==> src/sv/assert_macros.svh <==
// Concurrent assertion helpers, clocked on clk and held off while rst_n is low.
`ifndef ASSERT_MACROS_SVH
`define ASSERT_MACROS_SVH
`ifndef SYNTHESIS
`define TFP_ASSERT(lbl, prop, msg) \
    lbl: assert property (@(posedge clk) disable iff (!rst_n) (prop)) else $error(msg);
`define TFP_ASSERT_NEXT(lbl, cond, prop, msg) \
    lbl: assert property (@(posedge clk) disable iff (!rst_n) (cond) |=> (prop)) else $error(msg);
`else
`define TFP_ASSERT(lbl, prop, msg)
`define TFP_ASSERT_NEXT(lbl, cond, prop, msg)
`endif
`endif

==> src/sv/tfp_pkg.sv <==
package tfp_pkg;

    localparam int NAME_W = 48;
    localparam int CFG_INDEX_W = 1;

    localparam logic [CFG_INDEX_W-1:0] REG_FIRST_NAME  = 1'b0;
    localparam logic [CFG_INDEX_W-1:0] REG_SECOND_NAME = 1'b1;

    localparam logic [NAME_W-1:0] FIRST_NAME_RESET  = 48'h6C6176652031;
    localparam logic [NAME_W-1:0] SECOND_NAME_RESET = 48'h6C6176652032;

    localparam logic [7:0] CH_NUL   = 8'h00;
    localparam logic [7:0] CH_TAB   = 8'h09;
    localparam logic [7:0] CH_CR    = 8'h0D;
    localparam logic [7:0] CH_SPACE = 8'h20;
    localparam logic [7:0] CH_HASH  = 8'h23;
    localparam logic [7:0] CH_PLUS  = 8'h2B;
    localparam logic [7:0] CH_COMMA = 8'h2C;
    localparam logic [7:0] CH_MINUS = 8'h2D;
    localparam logic [7:0] CH_ZERO  = 8'h30;
    localparam logic [7:0] CH_NINE  = 8'h39;

    localparam logic [1:0] KIND_NONE   = 2'd0;
    localparam logic [1:0] KIND_FIRST  = 2'd1;
    localparam logic [1:0] KIND_SECOND = 2'd2;

    typedef enum logic [2:0] {
        FIELD_NAME   = 3'b001,
        FIELD_FIRST  = 3'b010,
        FIELD_SECOND = 3'b100
    } tfp_field_t;

    typedef enum logic [2:0] {
        PH_LEAD   = 3'b001,
        PH_DIGITS = 3'b010,
        PH_DONE   = 3'b100
    } tfp_phase_t;

    typedef struct packed {
        logic [1:0]         frame_kind;
        logic [7:0]         first_value;
        logic signed [31:0] second_value;
    } tfp_result_t;

endpackage

==> src/sv/tfp_byte_if.sv <==
interface tfp_byte_if;
    logic       valid;
    logic       ready;
    logic [7:0] rx_byte;

    modport source (output valid, output rx_byte, input ready);
    modport sink (input valid, input rx_byte, output ready);
endinterface

==> src/sv/tfp_result_if.sv <==
interface tfp_result_if;
    logic               valid;
    logic               ready;
    logic [1:0]         frame_kind;
    logic [7:0]         first_value;
    logic signed [31:0] second_value;

    modport source (output valid, output frame_kind, output first_value,
                    output second_value, input ready);
    modport sink (input valid, input frame_kind, input first_value,
                  input second_value, output ready);
endinterface

==> src/sv/tfp_cfg_regs.sv <==
module tfp_cfg_regs (
    input  logic                             clk,
    input  logic                             rst_n,
    input  logic                             wr_en,
    input  logic [tfp_pkg::CFG_INDEX_W-1:0]  wr_index,
    input  logic [tfp_pkg::NAME_W-1:0]       wr_data,
    output logic [tfp_pkg::NAME_W-1:0]       first_name,
    output logic [tfp_pkg::NAME_W-1:0]       second_name
);

    logic [tfp_pkg::NAME_W-1:0] first_name_reg;
    logic [tfp_pkg::NAME_W-1:0] second_name_reg;
    logic [tfp_pkg::NAME_W-1:0] first_name_next;
    logic [tfp_pkg::NAME_W-1:0] second_name_next;

    always_comb
    begin
        first_name_next  = first_name_reg;
        second_name_next = second_name_reg;
        if (wr_en)
        begin
            unique case (wr_index)
                tfp_pkg::REG_FIRST_NAME:  first_name_next  = wr_data;
                tfp_pkg::REG_SECOND_NAME: second_name_next = wr_data;
                default:                  first_name_next  = first_name_reg;
            endcase
        end
    end

    always_ff @(posedge clk or negedge rst_n)
    begin
        if (!rst_n)
        begin
            first_name_reg  <= tfp_pkg::FIRST_NAME_RESET;
            second_name_reg <= tfp_pkg::SECOND_NAME_RESET;
        end
        else
        begin
            first_name_reg  <= first_name_next;
            second_name_reg <= second_name_next;
        end
    end

    assign first_name  = first_name_reg;
    assign second_name = second_name_reg;

endmodule

==> src/sv/tfp_name_match.sv <==
module tfp_name_match #(
    parameter int NAME_CHARS = 6
) (
    input  logic [8*NAME_CHARS-1:0]     window,
    input  logic [7:0]                  rx_byte,
    input  logic [tfp_pkg::NAME_W-1:0]  first_name,
    input  logic [tfp_pkg::NAME_W-1:0]  second_name,
    output logic [8*NAME_CHARS-1:0]     window_shift,
    output logic [1:0]                  hits
);

    localparam int NW = 8 * NAME_CHARS;

    logic [NW+7:0] shifted;
    logic [63:0]   first_ext;
    logic [63:0]   second_ext;
    logic [NW-1:0] first_cut;
    logic [NW-1:0] second_cut;

    function automatic logic no_zero_byte(input logic [NW-1:0] n);
        logic ok;
        ok = 1'b1;
        for (int i = 0; i < NAME_CHARS; i++)
        begin
            if (n[8*i +: 8] == tfp_pkg::CH_NUL)
            begin
                ok = 1'b0;
            end
        end
        return ok;
    endfunction

    always_comb
    begin
        shifted      = {window, rx_byte};
        window_shift = shifted[NW-1:0];
        first_ext    = {{(64 - tfp_pkg::NAME_W){1'b0}}, first_name};
        second_ext   = {{(64 - tfp_pkg::NAME_W){1'b0}}, second_name};
        first_cut    = first_ext[NW-1:0];
        second_cut   = second_ext[NW-1:0];
        hits[0]      = no_zero_byte(first_cut) && (window_shift == first_cut);
        hits[1]      = no_zero_byte(second_cut) && (window_shift == second_cut);
    end

endmodule

==> src/sv/tfp_frame_state.sv <==
module tfp_frame_state #(
    parameter int FRAME_BYTES = 40,
    parameter int NAME_CHARS  = 6
) (
    input  logic                        clk,
    input  logic                        rst_n,
    input  logic                        step,
    input  logic [7:0]                  rx_byte,
    input  logic [tfp_pkg::NAME_W-1:0]  first_name,
    input  logic [tfp_pkg::NAME_W-1:0]  second_name,
    output logic                        emit,
    output tfp_pkg::tfp_result_t        result
);

    localparam int CW = $clog2(FRAME_BYTES + 1);
    localparam int NW = 8 * NAME_CHARS;

    logic [CW-1:0]       count_reg, count_next;
    logic                overflow_reg, overflow_next;
    tfp_pkg::tfp_field_t field_reg, field_next;
    logic                skip_reg, skip_next;
    logic [NW-1:0]       window_reg, window_next;
    logic [1:0]          hits_reg, hits_next;
    tfp_pkg::tfp_phase_t phase_reg, phase_next;
    logic                neg_reg, neg_next;
    logic [31:0]         first_reg, first_next;
    logic [31:0]         second_reg, second_next;

    logic [NW-1:0]       window_shift;
    logic [1:0]          match;

    logic                is_nul, is_hash, is_comma, is_digit, is_space, room;
    logic [31:0]         sel_total, fin_total, dval, times_ten;
    tfp_pkg::tfp_phase_t feed_phase;
    logic                feed_neg;
    logic [31:0]         feed_total;
    logic [1:0]          hits_final, kind;
    logic [31:0]         first_out, second_out;

    tfp_name_match #(
        .NAME_CHARS (NAME_CHARS)
    ) u_name_match (
        .window       (window_reg),
        .rx_byte      (rx_byte),
        .first_name   (first_name),
        .second_name  (second_name),
        .window_shift (window_shift),
        .hits         (match)
    );

    always_comb
    begin
        is_nul    = (rx_byte == tfp_pkg::CH_NUL);
        is_hash   = (rx_byte == tfp_pkg::CH_HASH);
        is_comma  = (rx_byte == tfp_pkg::CH_COMMA);
        is_digit  = (rx_byte >= tfp_pkg::CH_ZERO) && (rx_byte <= tfp_pkg::CH_NINE);
        is_space  = (rx_byte == tfp_pkg::CH_SPACE)
                    || ((rx_byte >= tfp_pkg::CH_TAB) && (rx_byte <= tfp_pkg::CH_CR));
        room      = (count_reg < CW'(FRAME_BYTES));

        sel_total = (field_reg == tfp_pkg::FIELD_FIRST) ? first_reg : second_reg;
        fin_total = neg_reg ? (32'd0 - sel_total) : sel_total;
        dval      = {28'd0, rx_byte[3:0]};
        times_ten = {sel_total[28:0], 3'b000} + {sel_total[30:0], 1'b0};

        feed_phase = phase_reg;
        feed_neg   = neg_reg;
        feed_total = sel_total;
        unique case (phase_reg)
            tfp_pkg::PH_LEAD:
            begin
                if (is_space)
                begin
                    feed_phase = tfp_pkg::PH_LEAD;
                end
                else if (rx_byte == tfp_pkg::CH_PLUS)
                begin
                    feed_phase = tfp_pkg::PH_DIGITS;
                end
                else if (rx_byte == tfp_pkg::CH_MINUS)
                begin
                    feed_neg   = 1'b1;
                    feed_phase = tfp_pkg::PH_DIGITS;
                end
                else if (is_digit)
                begin
                    feed_total = dval;
                    feed_phase = tfp_pkg::PH_DIGITS;
                end
                else
                begin
                    feed_phase = tfp_pkg::PH_DONE;
                end
            end
            tfp_pkg::PH_DIGITS:
            begin
                if (is_digit)
                begin
                    feed_total = times_ten + dval;
                end
                else
                begin
                    feed_phase = tfp_pkg::PH_DONE;
                end
            end
            tfp_pkg::PH_DONE:
            begin
                feed_phase = tfp_pkg::PH_DONE;
            end
            default:
            begin
                feed_phase = phase_reg;
            end
        endcase

        hits_final = (field_reg == tfp_pkg::FIELD_NAME) ? (hits_reg | match) : hits_reg;
        first_out  = (field_reg == tfp_pkg::FIELD_FIRST) ? fin_total : first_reg;
        second_out = (field_reg == tfp_pkg::FIELD_SECOND) ? fin_total : second_reg;
        kind       = hits_final[0] ? tfp_pkg::KIND_FIRST
                   : (hits_final[1] ? tfp_pkg::KIND_SECOND : tfp_pkg::KIND_NONE);

        emit                = is_hash && !overflow_reg && room;
        result.frame_kind   = kind;
        result.first_value  = (kind != tfp_pkg::KIND_NONE) ? first_out[7:0] : 8'd0;
        result.second_value = (kind != tfp_pkg::KIND_NONE) ? $signed(second_out) : 32'sd0;
    end

    always_comb
    begin
        count_next    = count_reg;
        overflow_next = overflow_reg;
        field_next    = field_reg;
        skip_next     = skip_reg;
        window_next   = window_reg;
        hits_next     = hits_reg;
        phase_next    = phase_reg;
        neg_next      = neg_reg;
        first_next    = first_reg;
        second_next   = second_reg;
        if (step && !is_nul)
        begin
            if (is_hash)
            begin
                count_next    = '0;
                overflow_next = 1'b0;
                field_next    = tfp_pkg::FIELD_NAME;
                skip_next     = 1'b1;
                window_next   = '0;
                hits_next     = 2'b00;
                phase_next    = tfp_pkg::PH_LEAD;
                neg_next      = 1'b0;
                first_next    = 32'd0;
                second_next   = 32'd0;
            end
            else if (overflow_reg || !room)
            begin
                overflow_next = 1'b1;
            end
            else
            begin
                count_next = count_reg + CW'(1);
                unique case (field_reg)
                    tfp_pkg::FIELD_NAME:
                    begin
                        if (is_comma)
                        begin
                            if (!skip_reg)
                            begin
                                field_next = tfp_pkg::FIELD_FIRST;
                                skip_next  = 1'b1;
                            end
                        end
                        else
                        begin
                            skip_next   = 1'b0;
                            window_next = window_shift;
                            hits_next   = hits_reg | match;
                        end
                    end
                    tfp_pkg::FIELD_FIRST:
                    begin
                        if (is_comma)
                        begin
                            if (!skip_reg)
                            begin
                                first_next = fin_total;
                                neg_next   = 1'b0;
                                phase_next = tfp_pkg::PH_LEAD;
                                field_next = tfp_pkg::FIELD_SECOND;
                            end
                        end
                        else
                        begin
                            skip_next  = 1'b0;
                            phase_next = feed_phase;
                            neg_next   = feed_neg;
                            first_next = feed_total;
                        end
                    end
                    tfp_pkg::FIELD_SECOND:
                    begin
                        phase_next  = feed_phase;
                        neg_next    = feed_neg;
                        second_next = feed_total;
                    end
                    default:
                    begin
                        field_next = field_reg;
                    end
                endcase
            end
        end
    end

    always_ff @(posedge clk or negedge rst_n)
    begin
        if (!rst_n)
        begin
            count_reg    <= '0;
            overflow_reg <= 1'b0;
            field_reg    <= tfp_pkg::FIELD_NAME;
            skip_reg     <= 1'b1;
            window_reg   <= '0;
            hits_reg     <= 2'b00;
            phase_reg    <= tfp_pkg::PH_LEAD;
            neg_reg      <= 1'b0;
            first_reg    <= 32'd0;
            second_reg   <= 32'd0;
        end
        else
        begin
            count_reg    <= count_next;
            overflow_reg <= overflow_next;
            field_reg    <= field_next;
            skip_reg     <= skip_next;
            window_reg   <= window_next;
            hits_reg     <= hits_next;
            phase_reg    <= phase_next;
            neg_reg      <= neg_next;
            first_reg    <= first_next;
            second_reg   <= second_next;
        end
    end

endmodule

==> src/sv/telemetry_frame_parser_core.sv <==
// Byte-stream parser for '#'-terminated telemetry frames: one link byte is taken per
// word on rx, null bytes are dropped, and each '#' that closes a frame of at most
// FRAME_BYTES bytes yields one word on frames carrying the matched node (first name
// wins), the low byte of the first decimal field and the 32-bit second field. The block
// sustains one byte per clock unless rx stalls; a byte is held in the input register
// while the frame-state update, including the times-ten accumulate, is worked out, and
// a result word is registered as its '#' leaves. rx stalls only while a result waits in
// the output register and the input register holds a '#' yielding another result. Write
// node names on port wr_en/wr_index/wr_data only while idle; the block does not check.
`include "assert_macros.svh"

module telemetry_frame_parser_core #(
    parameter int FRAME_BYTES = 40,
    parameter int NAME_CHARS  = 6
) (
    input  logic                             clk,
    input  logic                             rst_n,
    tfp_byte_if.sink                         rx,
    tfp_result_if.source                     frames,
    input  logic                             wr_en,
    input  logic [tfp_pkg::CFG_INDEX_W-1:0]  wr_index,
    input  logic [tfp_pkg::NAME_W-1:0]       wr_data
);

    logic                       s1_valid_reg, s1_valid_next;
    logic [7:0]                 s1_byte_reg, s1_byte_next;
    logic                       out_valid_reg, out_valid_next;
    tfp_pkg::tfp_result_t       out_result_reg, out_result_next;

    logic [tfp_pkg::NAME_W-1:0] first_name;
    logic [tfp_pkg::NAME_W-1:0] second_name;
    logic                       s1_emit;
    tfp_pkg::tfp_result_t       s1_result;
    logic                       out_free;
    logic                       s1_fire;
    logic                       rx_take;

    tfp_cfg_regs u_cfg_regs (
        .clk         (clk),
        .rst_n       (rst_n),
        .wr_en       (wr_en),
        .wr_index    (wr_index),
        .wr_data     (wr_data),
        .first_name  (first_name),
        .second_name (second_name)
    );

    tfp_frame_state #(
        .FRAME_BYTES (FRAME_BYTES),
        .NAME_CHARS  (NAME_CHARS)
    ) u_frame_state (
        .clk         (clk),
        .rst_n       (rst_n),
        .step        (s1_fire),
        .rx_byte     (s1_byte_reg),
        .first_name  (first_name),
        .second_name (second_name),
        .emit        (s1_emit),
        .result      (s1_result)
    );

    always_comb
    begin
        out_free  = !out_valid_reg || frames.ready;
        s1_fire   = s1_valid_reg && (!s1_emit || out_free);
        rx.ready  = !s1_valid_reg || s1_fire;
        rx_take   = rx.valid && rx.ready;

        s1_valid_next = s1_valid_reg;
        s1_byte_next  = s1_byte_reg;
        if (rx_take)
        begin
            s1_valid_next = 1'b1;
            s1_byte_next  = rx.rx_byte;
        end
        else if (s1_fire)
        begin
            s1_valid_next = 1'b0;
        end

        out_valid_next  = out_valid_reg && !frames.ready;
        out_result_next = out_result_reg;
        if (s1_fire && s1_emit)
        begin
            out_valid_next  = 1'b1;
            out_result_next = s1_result;
        end
    end

    always_ff @(posedge clk or negedge rst_n)
    begin
        if (!rst_n)
        begin
            s1_valid_reg  <= 1'b0;
            out_valid_reg <= 1'b0;
        end
        else
        begin
            s1_valid_reg  <= s1_valid_next;
            out_valid_reg <= out_valid_next;
        end
    end

    always_ff @(posedge clk)
    begin
        s1_byte_reg    <= s1_byte_next;
        out_result_reg <= out_result_next;
    end

    assign frames.valid        = out_valid_reg;
    assign frames.frame_kind   = out_result_reg.frame_kind;
    assign frames.first_value  = out_result_reg.first_value;
    assign frames.second_value = out_result_reg.second_value;

    `TFP_ASSERT(a_kind_legal,
        !frames.valid || (frames.frame_kind == tfp_pkg::KIND_NONE)
        || (frames.frame_kind == tfp_pkg::KIND_FIRST)
        || (frames.frame_kind == tfp_pkg::KIND_SECOND),
        "illegal frame kind")
    `TFP_ASSERT(a_unknown_zero,
        !(frames.valid && (frames.frame_kind == tfp_pkg::KIND_NONE))
        || ((frames.first_value == 8'd0) && (frames.second_value == 32'sd0)),
        "unrecognised frame carries values")
    `TFP_ASSERT(a_stall_cause,
        rx.ready || (s1_valid_reg && out_valid_reg && !frames.ready),
        "rx stalled without a full output")
    `TFP_ASSERT_NEXT(a_s1_hold, s1_valid_reg && !s1_fire,
        s1_valid_reg && $stable(s1_byte_reg), "held byte lost")

endmodule

==> src/flat_wrapper.sv <==
// flat-port wrapper written by rule: the top's interface ports become plain ports
module telemetry_frame_parser_core_flat 
#(
    parameter int FRAME_BYTES = 40,
    parameter int NAME_CHARS  = 6
)
  (clk, rst_n, wr_en, wr_index, wr_data, rx_valid, rx_rx_byte, rx_ready, frames_valid, frames_frame_kind, frames_first_value, frames_second_value, frames_ready);
  tfp_byte_if rx_i ();
  tfp_result_if frames_i ();
  input  logic clk;
  input  logic rst_n;
  input  logic wr_en;
  input  logic [tfp_pkg::CFG_INDEX_W-1:0] wr_index;
  input  logic [tfp_pkg::NAME_W-1:0] wr_data;
  input wire logic [$bits(rx_i.valid)-1:0] rx_valid;
  input wire logic [$bits(rx_i.rx_byte)-1:0] rx_rx_byte;
  output wire logic [$bits(rx_i.ready)-1:0] rx_ready;
  output wire logic [$bits(frames_i.valid)-1:0] frames_valid;
  output wire logic [$bits(frames_i.frame_kind)-1:0] frames_frame_kind;
  output wire logic [$bits(frames_i.first_value)-1:0] frames_first_value;
  output wire logic [$bits(frames_i.second_value)-1:0] frames_second_value;
  input wire logic [$bits(frames_i.ready)-1:0] frames_ready;
  assign rx_i.valid = rx_valid;
  assign rx_i.rx_byte = rx_rx_byte;
  assign rx_ready = rx_i.ready;
  assign frames_valid = frames_i.valid;
  assign frames_frame_kind = frames_i.frame_kind;
  assign frames_first_value = frames_i.first_value;
  assign frames_second_value = frames_i.second_value;
  assign frames_i.ready = frames_ready;
  telemetry_frame_parser_core #(.FRAME_BYTES(FRAME_BYTES), .NAME_CHARS(NAME_CHARS)) u_core (.clk(clk), .rst_n(rst_n), .rx(rx_i), .frames(frames_i), .wr_en(wr_en), .wr_index(wr_index), .wr_data(wr_data));
endmodule
==> config.mk <==
export PLATFORM = sky130hd
export DESIGN_NAME = telemetry_frame_parser_core_flat
export DESIGN_NICKNAME = d
export VERILOG_FILES = /design/src/sv/tfp_pkg.sv /design/src/sv/tfp_byte_if.sv /design/src/sv/tfp_result_if.sv /design/src/sv/tfp_cfg_regs.sv /design/src/sv/tfp_name_match.sv /design/src/sv/tfp_frame_state.sv /design/src/sv/telemetry_frame_parser_core.sv /design/src/flat_wrapper.sv
export VERILOG_INCLUDE_DIRS = /design/src /design/src/sv
export SDC_FILE = /design/constraint.sdc
export NUM_CORES = 1
export LEC_CHECK = 0
export BUFFER_PORTS_ARGS = -buffer_cell sky130_fd_sc_hd__buf_2
export CAP_MARGIN = 0
export CORE_UTILIZATION = 40
export DETAILED_ROUTE_END_ITERATION = 12
export PLACE_DENSITY = 0.63
export RECOVER_POWER = 50
export SYNTH_ARGS = -nofsm -noshare
export SYNTH_HDL_FRONTEND = slang
export SYNTH_SLANG_ARGS = --single-unit
export TNS_END_PERCENT = 50
==> constraint.sdc <==
create_clock -name clk -period 14.4 [get_ports clk]
set_clock_uncertainty 0.05 [all_clocks]
set_input_delay 1.44 -clock clk [delete_from_list [all_inputs] [get_ports clk]]
set_output_delay 1.44 -clock clk [all_outputs]
set_load 0.01 [all_outputs]
==> metrics.cfg <==
[cts]
cts_tree=built
cts_resized=0
clock-sinks=269
holdBufCountCts=0
clk_pin_slew_worst_paths_ns=0.06
h-tree-depth=1
post_cts_buffers=0
insertion_delay_ns=0.59
cts_buffers=30
clockBufferDepth=3
cts_root_buf=clkbuf_16

[global_routing]
grt_pass1_vias=13100
globalRouteOverflowTotal=0
grt_max_degree=79
grt_antenna_before_repair=0
grt_use_total_pct=23.4
grt_pass1_wl_mm=75.4

[routing]
route.detailed.drc=0
via_per_inst=5.91
drt_wl_total_mm=47.7
drtIter0Drc=1342
ant_nets=0
firstDrtPassIters=6
wl_per_cell_um=21.0
num_vias=13400

[logic_synthesis]
synth_enable_flop_cells=50
synth_top_cell_area_share_pct=27.6
synth_commonest_cells=nand2_1, dfrtp_1, nor2_1, o21ai_0, mux2_2
synth.avg_cell_area_um2=9.65
ys_ff_latch=269
yosysMostFrequentCell=nand2_1
syn_inst=1653
ys_types=80
ys_async_sr_fraction_pct=81.4
ys_top_cells_by_area=dfrtp_1, edfxtp_1, dfstp_2
yosys_warnings=0
yosysTopAreaCell=dfrtp_1
syn_nets=1776
synth_ff_type=dfrtp_1
syn_area_mm2=0.0160
synth.yosys.seq_area_share_pct=44.1

[place]
dp_hpwl_mm=34.3
pre_cts_slack_ns=9.00
gp_congestion=0.964
io_buffers=105
place_area_mm2=0.0170
dp_cells=2217

[worst_setup_path]
cp.required_ns=14.93
cp_top_family=buffers and inverters
critPathMaxFanout=78
critical_path_class=primary input to async pin
crit_top_cell=clkbuf_1
path_buf_inv=3
cp.arrival_ns=8.63
start_kind=primary input
cp_slowest_stage_delay_ns=3.11
crit_path_end_kind=async pin
crit_slowest_cell=clkbuf_1
crit_path_cell_trace=clkbuf_1 > clkbuf_1 > buf_4

[final_layout]
diodes=0
areaGrowthSynthToFinish_pct=13.2
nets=1854
nFillCells=3682
finalInstanceArea_mm2=0.0181
layout.cells.non_filler=2273
drive_above_1_share_pct=17.6

[power_and_ir_drop]
ir_drop_mv=0.0981
leakagePower_nw=7.51
power_density_mw_per_mm2=141

[timing]
fmax_mhz=124
finalSetupTns_ns=0
hold_viol_final=0
slew_headroom_pct=-204
worst_pin_slew_ns=4.56
finalCritPeriodShare_pct=56.2
finalSetupViolCount=0
final_max_slew_viol_count=253
rsz0062_at_grt=false
fin_ws_ns=6.30
period_minus_slack_ns=8.10

[floorplanning]
die-area_mm2=0.0407
die_w_um=202
core_mm2=0.0390
start_util_pct=40.9
rows=72
die_h_um=202
ios=106

[status]
status=finished, violations left
violations=capacitance limit, slew limit

[hold_path]
hp-class=register to register

[flow_run]
cap_violations=4

## tightest hold or removal path: cells and delay by family (launching register included)
family	cells	cell delay, ns
compound gates	1	0.06
simple gates	1	0.04
flops	1	0.35
## power breakdown
group / switching, mW / total [mW] / internal [mW]
combinational: 0.380 / 0.658 / 0.277
clock: 0.336 / 0.842 / 0.506
sequential: 0.143 / 1.04 / 0.901
total: 0.860 / 2.54 / 1.68
## path summary, 6_finish.rpt
check | startpoint | end | slack, ns | depth (start not counted)
setup / recovery | rst_n | u_core.u_frame_state.first_reg[3] | 6.30 | 3
hold / removal | u_core.u_frame_state.first_reg[26] | u_core.u_frame_state.first_reg[26] | 0.43 | 2
setup reg to reg | u_core.u_frame_state.field_reg[2] | u_core.u_frame_state.second_reg[28] | 8.91 | 14
hold reg to reg | u_core.u_frame_state.first_reg[26] | u_core.u_frame_state.first_reg[26] | 0.43 | 2
max in group clk | u_core.u_frame_state.field_reg[2] | u_core.u_frame_state.second_reg[28] | 8.91 | 14
min in group asynchronous | rst_n | u_core.u_cfg_regs.first_name[44] | 2.44 | 1
## routing by layer
layer / vias up / part of all wire [%] / track usage, %
met5: - / 0 / 0
met4: 0 / 2.7 / 7.09
met3: 85 / 7.9 / 4.02
met2: 610 / 45 / 36.6
met1: 6580 / 44 / 33.1
li1: 6151 / - / -
## layout make-up
cell class / instances / area (µm²) / area share, %
sequential: 269 / 7040 / 38.9
timing repair buffer: 129 / 647 / 3.58
multi-input combinational: 1248 / 8430 / 46.7
clock inverter: 21 / 313 / 1.73
inverter: 53 / 199 / 1.10
tap: 518 / 648 / 3.59
clock buffer: 35 / 790 / 4.37
## cell usage in the layout, fill, tap and decap left out, types with 28 or more instances in the layout
cell,netlist,final
nand2_1,216,215
dfrtp_1,176,176
nor2_1,115,113
o21ai_0,107,107
mux2_2,97,97
xnor2_1,83,83
a21oi_1,81,81
buf_2,13,70
xor2_1,60,60
ha_1,60,60
inv_1,52,52
edfxtp_1,50,50
nor4_1,51,49
nand3_1,48,48
dfstp_2,43,43
clkbuf_1,54,42
clkbuf_16,0,30
mux2i_1,28,28
## cells by family (layout without fill, tap and decap cells)
family	Yosys count	in the layout	share of synthesized area, %
simple gates	547	547	16.1
buf+inv	136	238	3.35
flops	269	269	44.1
fa+ha+maj	61	61	4.83
compound gates	372	372	15.2
mux	125	125	8.60
xor+xnor	143	143	7.85
## metrics by stage
| step | total power [mW] | util (%) | hold slack (ns) |
|---|---|---|---|
| CTS | 2.55 | 46.5 | 0.438 |
| finish | 2.54 | 46.3 | 0.435 |
| detailed placement | 1.70 | 43.7 | 0.430 |
| global placement | 1.68 | 43.7 | 0.418 |
| global route | 2.67 | 46.3 | 0.457 |
| floorplan | 1.48 | - | 0.399 |
Power figures use the tool's default switching activity.
